$ cat src/rtl/core/ucws_pkg.sv
`timescale 1ns / 1ps
`default_nettype none
// ----------------------------------------------------------------------------
// ucws_pkg
// Shared types, constants and character classification helpers for the
// UTF-8 word splitter.
// ----------------------------------------------------------------------------
package ucws_pkg;

  localparam int WORD_BYTE_CAP = 255;
  localparam int CFG_DATA_W    = 16;
  localparam int EVQ_DEPTH     = 4;
  localparam int EVQ_AW        = $clog2(EVQ_DEPTH);
  localparam int OUTQ_DEPTH    = 2;
  localparam int OUTQ_AW       = $clog2(OUTQ_DEPTH);

  localparam logic CFG_CJK_MODE  = 1'b0;
  localparam logic CFG_MAX_WORDS = 1'b1;

  typedef enum logic [1:0] {
    CLS_SEP,
    CLS_KEPT,
    CLS_CJK
  } chr_cls_t;

  typedef struct packed {
    logic [7:0] text_byte;
    logic       has_byte;
    logic       end_of_text;
  } in_item_t;

  typedef struct packed {
    logic [7:0]  data_byte;
    logic        word_last;
    logic [15:0] word_index;
    logic        text_done;
  } out_item_t;

  typedef struct packed {
    logic [3:0][7:0] bytes;
    logic [2:0]      len;
    chr_cls_t        cls;
    logic            has_char;
    logic            is_end;
  } char_ev_t;

  function automatic logic cp_is_cjk(input logic [20:0] cp);
    return (cp >= 21'h04E00 && cp <= 21'h09FFF) || (cp >= 21'h03400 && cp <= 21'h04DBF)
        || (cp >= 21'h20000 && cp <= 21'h2A6DF) || (cp >= 21'h0F900 && cp <= 21'h0FAFF);
  endfunction

  function automatic logic byte_is_kept(input logic [7:0] c);
    return c == 8'h27 || (c >= 8'h41 && c <= 8'h5A)
        || (c >= 8'h61 && c <= 8'h7A) || (c >= 8'h30 && c <= 8'h39);
  endfunction

endpackage
`default_nettype wire

$ cat src/rtl/core/ucws_front.sv
`timescale 1ns / 1ps
`default_nettype none
// ----------------------------------------------------------------------------
// ucws_front
// UTF-8 decoder: collects multi-byte sequences, checks them and classifies
// each finished character as part of a word, an ideograph or a separator.
// ----------------------------------------------------------------------------
module ucws_front (
  input  logic                clk,
  input  logic                rst_n,
  input  ucws_pkg::in_item_t  in_item,
  input  logic                in_acc,
  output logic                ev_push,
  output ucws_pkg::char_ev_t  ev_data
);
  import ucws_pkg::*;

  logic [2:0]      need_r, need_nxt;
  logic [1:0]      have_r, have_nxt;
  logic [2:0][7:0] dec_r, dec_nxt;

  logic [7:0]  c;
  logic [2:0]  lead_len;
  logic [20:0] cp;
  logic        cp_ok;

  assign c = in_item.text_byte;

  always_comb begin
    if (c[7:5] == 3'b110) begin
      lead_len = 3'd2;
    end else if (c[7:4] == 4'b1110) begin
      lead_len = 3'd3;
    end else if (c[7:3] == 5'b11110) begin
      lead_len = 3'd4;
    end else begin
      lead_len = 3'd0;
    end
  end

  always_comb begin
    unique case (need_r)
      3'd2: begin
        cp    = {10'd0, dec_r[0][4:0], c[5:0]};
        cp_ok = cp >= 21'h80;
      end
      3'd3: begin
        cp    = {5'd0, dec_r[0][3:0], dec_r[1][5:0], c[5:0]};
        cp_ok = cp >= 21'h800;
      end
      default: begin
        cp    = {dec_r[0][2:0], dec_r[1][5:0], dec_r[2][5:0], c[5:0]};
        cp_ok = cp >= 21'h10000;
      end
    endcase
  end

  always_comb begin
    need_nxt         = need_r;
    have_nxt         = have_r;
    dec_nxt          = dec_r;
    ev_data          = '0;
    ev_data.len      = 3'd1;
    ev_data.cls      = CLS_SEP;
    ev_data.is_end   = in_item.end_of_text;
    if (in_item.has_byte) begin
      if (need_r == 3'd0) begin
        if (!c[7]) begin
          ev_data.has_char = 1'b1;
          ev_data.bytes[0] = c;
          ev_data.cls      = byte_is_kept(c) ? CLS_KEPT : CLS_SEP;
        end else if (lead_len == 3'd0) begin
          ev_data.has_char = 1'b1;
          ev_data.bytes[0] = c;
        end else begin
          need_nxt   = lead_len;
          dec_nxt[0] = c;
          have_nxt   = 2'd1;
        end
      end else if (({1'b0, have_r} + 3'd1) < need_r) begin
        dec_nxt[have_r] = c;
        have_nxt        = have_r + 2'd1;
      end else begin
        ev_data.has_char = 1'b1;
        ev_data.len      = need_r;
        ev_data.bytes[0] = dec_r[0];
        ev_data.bytes[1] = (need_r == 3'd2) ? c : dec_r[1];
        ev_data.bytes[2] = (need_r == 3'd3) ? c : dec_r[2];
        ev_data.bytes[3] = (need_r == 3'd4) ? c : 8'd0;
        ev_data.cls      = (cp_ok && cp_is_cjk(cp)) ? CLS_CJK : CLS_SEP;
        need_nxt         = 3'd0;
        have_nxt         = 2'd0;
      end
    end
    if (in_item.end_of_text) begin
      need_nxt = 3'd0;
      have_nxt = 2'd0;
    end
  end

  assign ev_push = in_acc && (ev_data.has_char || ev_data.is_end);

  always_ff @(posedge clk) begin
    if (!rst_n) begin
      need_r <= 3'd0;
      have_r <= 2'd0;
    end else if (in_acc) begin
      need_r <= need_nxt;
      have_r <= have_nxt;
    end
  end

  always_ff @(posedge clk) begin
    if (in_acc) begin
      dec_r <= dec_nxt;
    end
  end

endmodule
`default_nettype wire

$ cat src/rtl/core/ucws_evq.sv
`timescale 1ns / 1ps
`default_nettype none
// ----------------------------------------------------------------------------
// ucws_evq
// Short character queue that decouples the decoder from the word sequencer.
// ----------------------------------------------------------------------------
module ucws_evq (
  input  logic                clk,
  input  logic                rst_n,
  input  logic                push,
  input  ucws_pkg::char_ev_t  push_data,
  input  logic                pop,
  output logic                full,
  output logic                empty,
  output ucws_pkg::char_ev_t  head
);
  import ucws_pkg::*;

  char_ev_t          mem_r [EVQ_DEPTH];
  logic [EVQ_AW-1:0] wptr_r, rptr_r;
  logic [EVQ_AW:0]   cnt_r;
  logic              do_push, do_pop;

  assign full    = cnt_r == (EVQ_AW + 1)'(EVQ_DEPTH);
  assign empty   = cnt_r == '0;
  assign head    = mem_r[rptr_r];
  assign do_push = push && !full;
  assign do_pop  = pop && !empty;

  always_ff @(posedge clk) begin
    if (!rst_n) begin
      wptr_r <= '0;
      rptr_r <= '0;
      cnt_r  <= '0;
    end else begin
      if (do_push) begin
        wptr_r <= wptr_r + 1'b1;
      end
      if (do_pop) begin
        rptr_r <= rptr_r + 1'b1;
      end
      if (do_push && !do_pop) begin
        cnt_r <= cnt_r + 1'b1;
      end else if (do_pop && !do_push) begin
        cnt_r <= cnt_r - 1'b1;
      end
    end
  end

  always_ff @(posedge clk) begin
    if (do_push) begin
      mem_r[wptr_r] <= push_data;
    end
  end

endmodule
`default_nettype wire

$ cat src/rtl/core/ucws_back.sv
`timescale 1ns / 1ps
`default_nettype none
// ----------------------------------------------------------------------------
// ucws_back
// Word sequencer: keeps the open word, applies the byte cap and word limit,
// emits word bytes one per cycle into a two-entry result queue while it has room.
// ----------------------------------------------------------------------------
module ucws_back (
  input  logic                 clk,
  input  logic                 rst_n,
  input  logic                 cjk_mode,
  input  logic [15:0]          word_limit,
  input  logic                 ev_empty,
  input  ucws_pkg::char_ev_t   ev_head,
  output logic                 ev_pop,
  output logic                 out_empty,
  input  logic                 out_pop,
  output ucws_pkg::out_item_t  out_item
);
  import ucws_pkg::*;

  localparam logic [2:0] ST_DECIDE = 3'd0;
  localparam logic [2:0] ST_CLOSE  = 3'd1;
  localparam logic [2:0] ST_HELD   = 3'd2;
  localparam logic [2:0] ST_CJK    = 3'd3;
  localparam logic [2:0] ST_DONE   = 3'd4;

  localparam logic [1:0] AFT_FIN  = 2'd0;
  localparam logic [1:0] AFT_CJK  = 2'd1;
  localparam logic [1:0] AFT_HELD = 2'd2;
  localparam logic [1:0] AFT_DONE = 2'd3;

  logic [2:0]      state_r, state_nxt;
  logic [1:0]      after_r, after_nxt;
  logic [1:0]      idx_r, idx_nxt;
  logic [3:0][7:0] held_r, held_nxt;
  logic [2:0]      held_len_r, held_len_nxt;
  logic [7:0]      open_r, open_nxt;
  logic [15:0]     words_r, words_nxt;

  out_item_t          oq_mem_r [OUTQ_DEPTH];
  logic [OUTQ_AW-1:0] oq_wptr_r, oq_rptr_r;
  logic [OUTQ_AW:0]   oq_cnt_r;
  logic               oq_full, oq_pop;
  logic               push;
  out_item_t          push_item;

  logic       can, inc_ok, close_emits, held_last, ev_last, finish, close_done, held_done;
  logic [8:0] cap_sum;

  assign can         = words_r < word_limit;
  assign inc_ok      = can && (words_r != 16'hFFFF);
  assign close_emits = (open_r != 8'd0) && (held_len_r != 3'd0);
  assign held_last   = {1'b0, idx_r} == (held_len_r - 3'd1);
  assign ev_last     = {1'b0, idx_r} == (ev_head.len - 3'd1);
  assign cap_sum     = {1'b0, open_r} + {6'd0, ev_head.len};

  always_comb begin
    state_nxt    = state_r;
    after_nxt    = after_r;
    idx_nxt      = idx_r;
    held_nxt     = held_r;
    held_len_nxt = held_len_r;
    open_nxt     = open_r;
    words_nxt    = words_r;
    ev_pop       = 1'b0;
    push         = 1'b0;
    push_item    = '0;
    finish       = 1'b0;
    close_done   = 1'b0;
    held_done    = 1'b0;
    unique case (state_r)
      ST_DECIDE: begin
        if (!ev_empty) begin
          idx_nxt = 2'd0;
          if (!ev_head.has_char) begin
            finish = 1'b1;
          end else begin
            unique case (ev_head.cls)
              CLS_CJK: begin
                state_nxt = ST_CLOSE;
                after_nxt = AFT_CJK;
              end
              CLS_KEPT: begin
                if (cjk_mode && cap_sum >= 9'(WORD_BYTE_CAP)) begin
                  finish = 1'b1;
                end else if (!cjk_mode && open_r >= 8'(WORD_BYTE_CAP)) begin
                  state_nxt = ST_CLOSE;
                  after_nxt = AFT_HELD;
                end else begin
                  state_nxt = ST_HELD;
                end
              end
              default: begin
                state_nxt = ST_CLOSE;
                after_nxt = AFT_FIN;
              end
            endcase
          end
        end
      end
      ST_CLOSE: begin
        if (close_emits) begin
          if (!(can && oq_full)) begin
            push                 = can;
            push_item.data_byte  = held_r[idx_r];
            push_item.word_last  = held_last;
            push_item.word_index = words_r;
            if (held_last) begin
              close_done = 1'b1;
            end else begin
              idx_nxt = idx_r + 2'd1;
            end
          end
        end else begin
          close_done = 1'b1;
        end
        if (close_done) begin
          if (close_emits && inc_ok) begin
            words_nxt = words_r + 16'd1;
          end
          open_nxt     = 8'd0;
          held_len_nxt = 3'd0;
          idx_nxt      = 2'd0;
          unique case (after_r)
            AFT_CJK:  state_nxt = ST_CJK;
            AFT_HELD: state_nxt = ST_HELD;
            AFT_DONE: state_nxt = ST_DONE;
            default:  finish = 1'b1;
          endcase
        end
      end
      ST_HELD: begin
        if (held_len_r == 3'd0) begin
          held_done = 1'b1;
        end else if (!(can && oq_full)) begin
          push                 = can;
          push_item.data_byte  = held_r[idx_r];
          push_item.word_index = words_r;
          if (held_last) begin
            held_done = 1'b1;
          end else begin
            idx_nxt = idx_r + 2'd1;
          end
        end
        if (held_done) begin
          held_nxt     = ev_head.bytes;
          held_len_nxt = ev_head.len;
          open_nxt     = open_r + 8'(ev_head.len);
          idx_nxt      = 2'd0;
          finish       = 1'b1;
        end
      end
      ST_CJK: begin
        if (!(can && oq_full)) begin
          push                 = can;
          push_item.data_byte  = ev_head.bytes[idx_r];
          push_item.word_last  = ev_last;
          push_item.word_index = words_r;
          if (ev_last) begin
            if (inc_ok) begin
              words_nxt = words_r + 16'd1;
            end
            idx_nxt = 2'd0;
            finish  = 1'b1;
          end else begin
            idx_nxt = idx_r + 2'd1;
          end
        end
      end
      ST_DONE: begin
        if (!oq_full) begin
          push                 = 1'b1;
          push_item.word_index = words_r;
          push_item.text_done  = 1'b1;
          words_nxt            = 16'd0;
          held_len_nxt         = 3'd0;
          open_nxt             = 8'd0;
          ev_pop               = 1'b1;
          state_nxt            = ST_DECIDE;
        end
      end
      default: begin
        state_nxt = ST_DECIDE;
      end
    endcase
    if (finish) begin
      if (ev_head.is_end) begin
        state_nxt = ST_CLOSE;
        after_nxt = AFT_DONE;
        idx_nxt   = 2'd0;
      end else begin
        ev_pop    = 1'b1;
        state_nxt = ST_DECIDE;
      end
    end
  end

  always_ff @(posedge clk) begin
    if (!rst_n) begin
      state_r    <= ST_DECIDE;
      after_r    <= AFT_FIN;
      idx_r      <= 2'd0;
      held_len_r <= 3'd0;
      open_r     <= 8'd0;
      words_r    <= 16'd0;
    end else begin
      state_r    <= state_nxt;
      after_r    <= after_nxt;
      idx_r      <= idx_nxt;
      held_len_r <= held_len_nxt;
      open_r     <= open_nxt;
      words_r    <= words_nxt;
    end
  end

  always_ff @(posedge clk) begin
    held_r <= held_nxt;
  end

  assign oq_full   = oq_cnt_r == (OUTQ_AW + 1)'(OUTQ_DEPTH);
  assign out_empty = oq_cnt_r == '0;
  assign out_item  = oq_mem_r[oq_rptr_r];
  assign oq_pop    = out_pop && !out_empty;

  always_ff @(posedge clk) begin
    if (!rst_n) begin
      oq_wptr_r <= '0;
      oq_rptr_r <= '0;
      oq_cnt_r  <= '0;
    end else begin
      if (push) begin
        oq_wptr_r <= oq_wptr_r + 1'b1;
      end
      if (oq_pop) begin
        oq_rptr_r <= oq_rptr_r + 1'b1;
      end
      if (push && !oq_pop) begin
        oq_cnt_r <= oq_cnt_r + 1'b1;
      end else if (oq_pop && !push) begin
        oq_cnt_r <= oq_cnt_r - 1'b1;
      end
    end
  end

  always_ff @(posedge clk) begin
    if (push) begin
      oq_mem_r[oq_wptr_r] <= push_item;
    end
  end

endmodule
`default_nettype wire

$ cat src/rtl/core/utf8_cjk_word_splitter.sv
`timescale 1ns / 1ps
`default_nettype none
// ----------------------------------------------------------------------------
// utf8_cjk_word_splitter
// Splits a UTF-8 byte stream into words and ideographs, one byte per result.
// Input channel: write a transaction with in_push while in_full is low; each
// carries one text byte, a byte-valid flag and an end-of-text flag.
// Result channel: while out_empty is low the oldest result is on out_item;
// out_pop takes it. Each result is one word byte with its word number and a
// last-byte mark, or, at end of text, a done transaction with the word count.
// Configuration: cfg_we writes cfg_wdata to register cfg_index (0: CJK mode,
// 1: word limit) between texts.
// A decoded character enters the four-deep queue at the edge that accepts its
// last byte. For each character the word sequencer first decides in ST_DECIDE,
// then emits bytes into the result queue, and pops the character when done. The
// last character of a word is held back; its bytes are emitted once the next
// character has been decided, and a done transaction follows its end
// transaction through states ST_CLOSE and ST_DONE.
// Reset clears all text state, sets CJK mode off and the word limit to 65535.
// When the receiver stalls, the two-entry result queue fills, the sequencer
// waits, the character queue fills and in_full rises; nothing is lost.
// ----------------------------------------------------------------------------
module utf8_cjk_word_splitter (
  input  logic                                clk,
  input  logic                                rst_n,
  input  logic                                in_push,
  output logic                                in_full,
  input  ucws_pkg::in_item_t                  in_item,
  output logic                                out_empty,
  input  logic                                out_pop,
  output ucws_pkg::out_item_t                 out_item,
  input  logic                                cfg_we,
  input  logic                                cfg_index,
  input  logic [ucws_pkg::CFG_DATA_W-1:0]     cfg_wdata
);
  import ucws_pkg::*;

  logic        cjk_mode_r;
  logic [15:0] word_limit_r;
  logic        in_acc;
  logic        ev_push, ev_pop, ev_full, ev_empty;
  char_ev_t    ev_data, ev_head;

  assign in_full = ev_full;
  assign in_acc  = in_push && !ev_full;

  always_ff @(posedge clk) begin
    if (!rst_n) begin
      cjk_mode_r   <= 1'b0;
      word_limit_r <= 16'hFFFF;
    end else if (cfg_we) begin
      unique case (cfg_index)
        CFG_CJK_MODE:  cjk_mode_r   <= cfg_wdata[0];
        CFG_MAX_WORDS: word_limit_r <= cfg_wdata[15:0];
        default:       cjk_mode_r   <= cjk_mode_r;
      endcase
    end
  end

  ucws_front u_front (
    .clk     (clk),
    .rst_n   (rst_n),
    .in_item (in_item),
    .in_acc  (in_acc),
    .ev_push (ev_push),
    .ev_data (ev_data)
  );

  ucws_evq u_evq (
    .clk       (clk),
    .rst_n     (rst_n),
    .push      (ev_push),
    .push_data (ev_data),
    .pop       (ev_pop),
    .full      (ev_full),
    .empty     (ev_empty),
    .head      (ev_head)
  );

  ucws_back u_back (
    .clk        (clk),
    .rst_n      (rst_n),
    .cjk_mode   (cjk_mode_r),
    .word_limit (word_limit_r),
    .ev_empty   (ev_empty),
    .ev_head    (ev_head),
    .ev_pop     (ev_pop),
    .out_empty  (out_empty),
    .out_pop    (out_pop),
    .out_item   (out_item)
  );

endmodule
`default_nettype wire
$ cat config.mk
export PLATFORM = sky130hd
export DESIGN_NAME = utf8_cjk_word_splitter
export DESIGN_NICKNAME = d
export VERILOG_FILES = /design/src/rtl/core/ucws_pkg.sv /design/src/rtl/core/ucws_front.sv /design/src/rtl/core/ucws_evq.sv /design/src/rtl/core/ucws_back.sv /design/src/rtl/core/utf8_cjk_word_splitter.sv
export SDC_FILE = /design/constraint.sdc
export NUM_CORES = 1
export LEC_CHECK = 0
export ABC_AREA = 1
export BUFFER_PORTS_ARGS = -buffer_cell sky130_fd_sc_hd__buf_2
export CAP_MARGIN = 20
export CORE_ASPECT_RATIO = 1.25
export CORE_UTILIZATION = 30
export DETAILED_ROUTE_END_ITERATION = 8
export GPL_TIMING_DRIVEN = 0
export SKIP_CTS_REPAIR_TIMING = 1
export SLEW_MARGIN = 40
export SYNTH_ARGS = -nofsm -noshare
export SYNTH_HDL_FRONTEND = slang
export SYNTH_SLANG_ARGS = --single-unit
$ cat constraint.sdc
create_clock -name clk -period 6.36 [get_ports clk]
set_input_delay 1.908 -clock clk [delete_from_list [all_inputs] [get_ports clk]]
set_output_delay 1.908 -clock clk [all_outputs]
set_load 0.1 [all_outputs]
==> metrics.md <==
| Metric | Value |
|---|---|
| Routed WL per cell | 17.3 um |
| DP HPWL | 29.7 mm |
| Max incr delay on CP | 530 ps |
| Final RePlAce weighted congestion | 0.870 |
| Final ANT Viol Nets | 0 |
| Reg2Reg Setup Slack | 1510 ps |
| Hold Path Origin | u_evq.rptr_r[0] |
| Area contributors post-synth | edfxtp_1 52%, dfxtp_1 9.1%, nand2_1 5.9%, nor2_1 4.6%, inv_1 3.8% |
| Clk sink count | 334 |
| Largest area contributor in the netlist | edfxtp_1 |
| Hold WS | 487 ps |
| Area growth syn-to-layout | 17.5% |
| Routed WL | 39.9 mm |
| Slew HR | 0.400 |
| Unique cell type count in the Yosys netlist | 56 |
| Family with the most delay on the worst path | simple AND/OR/NAND/NOR gates |
| CTS tree | yes |
| Via count | 11445 |
| Reg area | 9330 um^2 |
| Outcome | complete, no violations |
| Worst IR Drop VDD | 202 uV |
| Most numerous cell in the Yosys netlist | edfxtp_1 |
| Dominant synthesized flop cell | edfxtp_1 |
| Leak pwr | 6.69 nW |
| Synth top area share | 0.516 |
| Clock slew at reported path FFs | 60 ps |
| Grt ovf | 0 |
| Pin count of the biggest net entering global routing | 33 |
| Endpoints failing setup | 0 |
| Seq/Total Area, Yosys | 0.608 |
| Post-layout min period | 4850 ps |
| Mapped Nets | 1577 |
| Post-layout instance area | 18000 um^2 |
| Max Root-Sink Buffers | 3 |
| R2R Path End | u_evq.cnt_r[2] |
| GR Util All Layers | 0.154 |
| I/O Buffers | 59 |
| Syn Area/Cell | 10.2 um^2 |
| Fillcell total | 4976 |
| Syn Inst Count | 1507 |
| Initial antenna violation count | 0 |
| Initial Utilization | 0.304 |
| RSZ-0062 raised after global routing | false |
| Fin Setup TNS | 0 ps |
| Cell Area, Synth | 15400 um^2 |
| Ys Warns | 0 |
| CP Buf/Inv Count | 4 |
| Tot Pwr | 7.53 mW |
| Hold Vio Cnt, Final | 0 |
| Placed inst area | 16800 um^2 |
| Max-slew violation count | 0 |
| Worst-Skew Late Latency | 570 ps |
| Tightest Pin Transition | 894 ps |
| CP Capture Type | register |
| First-pass GRT wire length | 62.2 mm |
| Levels on crit path | 29 |
| Row cnt | 92 |
| Core footprint | 50500 um^2 |
| Pwr Density | 417 nW/um^2 |
| Top-Level Pins | 60 |
| Routed vias/inst | 4.97 |
| Highest net fanout along the worst path | 10 |
| Req. time, crit path | 6840 ps |
| R2r worst-path depth | 29 |
| Arr. time, crit path | 5330 ps |
| H-tree depth | 2 |
| Multi-input logic area | 5230 um^2 |
| Ant. Diodes | 0 |
| DIE AREA | 52100 um^2 |
| Crit path capture | u_evq.cnt_r[2] |
| Die height | 255 um |
| Synthesis-stage register bit count | 334 |
| First-iteration detailed-routing DRC count | 819 |
| Slowest cell on crit path | clkbuf_1 |
| Final-stage net count | 1687 |
| Maximum clock rate | 206 MHz |
| DRC | 0 |
| Hold Crit Class | reg2reg |
| Maxcap violations | 0 |
| Vias in the first global route | 11299 |
| DRT Pass-1 Iters | 5 |
| FFs w/ async S/R, synth | 0 |
| Cell repeated most along the worst path | nand2_1 |
| CTS buffer count | 38 |
| Setup Skew | 23.4 ps |
| Tcrit/Tclk final | 0.762 |
| Fin util | 0.357 |
| Post-synth EDFFs | 264 |
| Crit Path Class | reg2reg |
| Fraction of layout cells with a size suffix above 1 | 0.126 |
| Startpoint types | register |
| Most frequent cells after synthesis | 264 x edfxtp_1, 241 x nand2_1, 189 x nor2_1 |
| Root Buffer | clkbuf_16 |
| DIE WIDTH | 204 um |
==> how the worst min path moves through the flow <==
stage / end / slack, ps / depth (start not counted)
4_1_cts: u_back.held_len_r[2] / 490 / 2
5_1_grt: u_evq.cnt_r[1] / 520 / 2
6_report: register / 490 / 2
2_1_floorplan: cjk_mode_r / 440 / 2
3_3_place_gp: u_evq.rptr_r[0] / 460 / 2
3_5_place_dp: u_back.held_len_r[2] / 470 / 2
==> worst min-delay path: cells and delay by family, from the launching register on <==
family,cells,cell delay (ps)
AOI/OAI and AO/OA,1,50
and+or+nand+nor,1,80
DFF,1,330
==> cells in the final DEF, fill, tap and decap left out, types with 10 or more instances in the layout <==
master,n
nor3_1,42
ha_1,36
nand4_1,13
nand3_1,45
o22ai_1,28
o21ai_0,75
buf_2,64
dfxtp_1,70
mux2_2,26
a211oi_1,32
a31oi_1,12
o211ai_1,18
nor2_1,183
a221oi_1,10
clkbuf_1,50
a21oi_1,91
a32oi_1,19
nand2_1,241
inv_2,12
edfxtp_1,264
inv_1,155
clkbuf_16,39
==> layer usage <==
| layer | GRT usage | share of wire | vias up |
|---|---|---|---|
| met5 | 0 | 0 | - |
| li1 | - | - | 5545 |
| met2 | 0.288 | 0.52 | 272 |
| met1 | 0.172 | 0.40 | 5548 |
| met3 | 0.0304 | 0.045 | 80 |
| met4 | 0.0571 | 0.031 | 0 |
==> layout make-up <==
| type | count | share of cell area |
|---|---|---|
| Buffer | 56 | 0.0126 |
| Clock buffer | 46 | 0.0561 |
| Clock inverter | 23 | 0.0142 |
| Inverter | 170 | 0.0354 |
| Multi-Input combinational cell | 947 | 0.290 |
| Sequential cell | 334 | 0.517 |
| Tap cell | 658 | 0.0456 |
| Timing Repair Buffer | 70 | 0.0291 |
==> registers in the layout, indices dropped and copies added, names as in the netlist, 8 cells and up, named ones only <==
register,flops
word_limit_r,16
u_back.oq_mem_r,52
u_front.dec_r,24
u_back.words_r,16
u_back.held_r,32
u_evq.mem_r,156
u_back.open_r,8
==> per-stage QoR <==
stage               worst slack, ps  std cells
floorplan                      1310       1507
global placement               -747       2224
detailed placement             1490       2235
CTS                            1450       2304
global route                   1020       2304
finish                         1510       2304
==> power breakdown <==
part	internal (mW)	leakage [nW]	switching, mW
sequential	2.72	2.97	0.110
clock	1.28	0.611	0.920
combinational	0.628	3.10	1.87
total	4.63	6.69	2.90
==> cell families after synthesis <==
group	count (synthesis)	synth area share
xor gates and xnor gates	7	0.00399
buffers and inverters	226	0.0563
and+or+nand+nor	567	0.157
muxes	27	0.0197
AOI/OAI and AO/OA	308	0.123
DFF	334	0.608
adders and majority gates	38	0.0319
No activity file was read; power rests on OpenSTA's default activity.
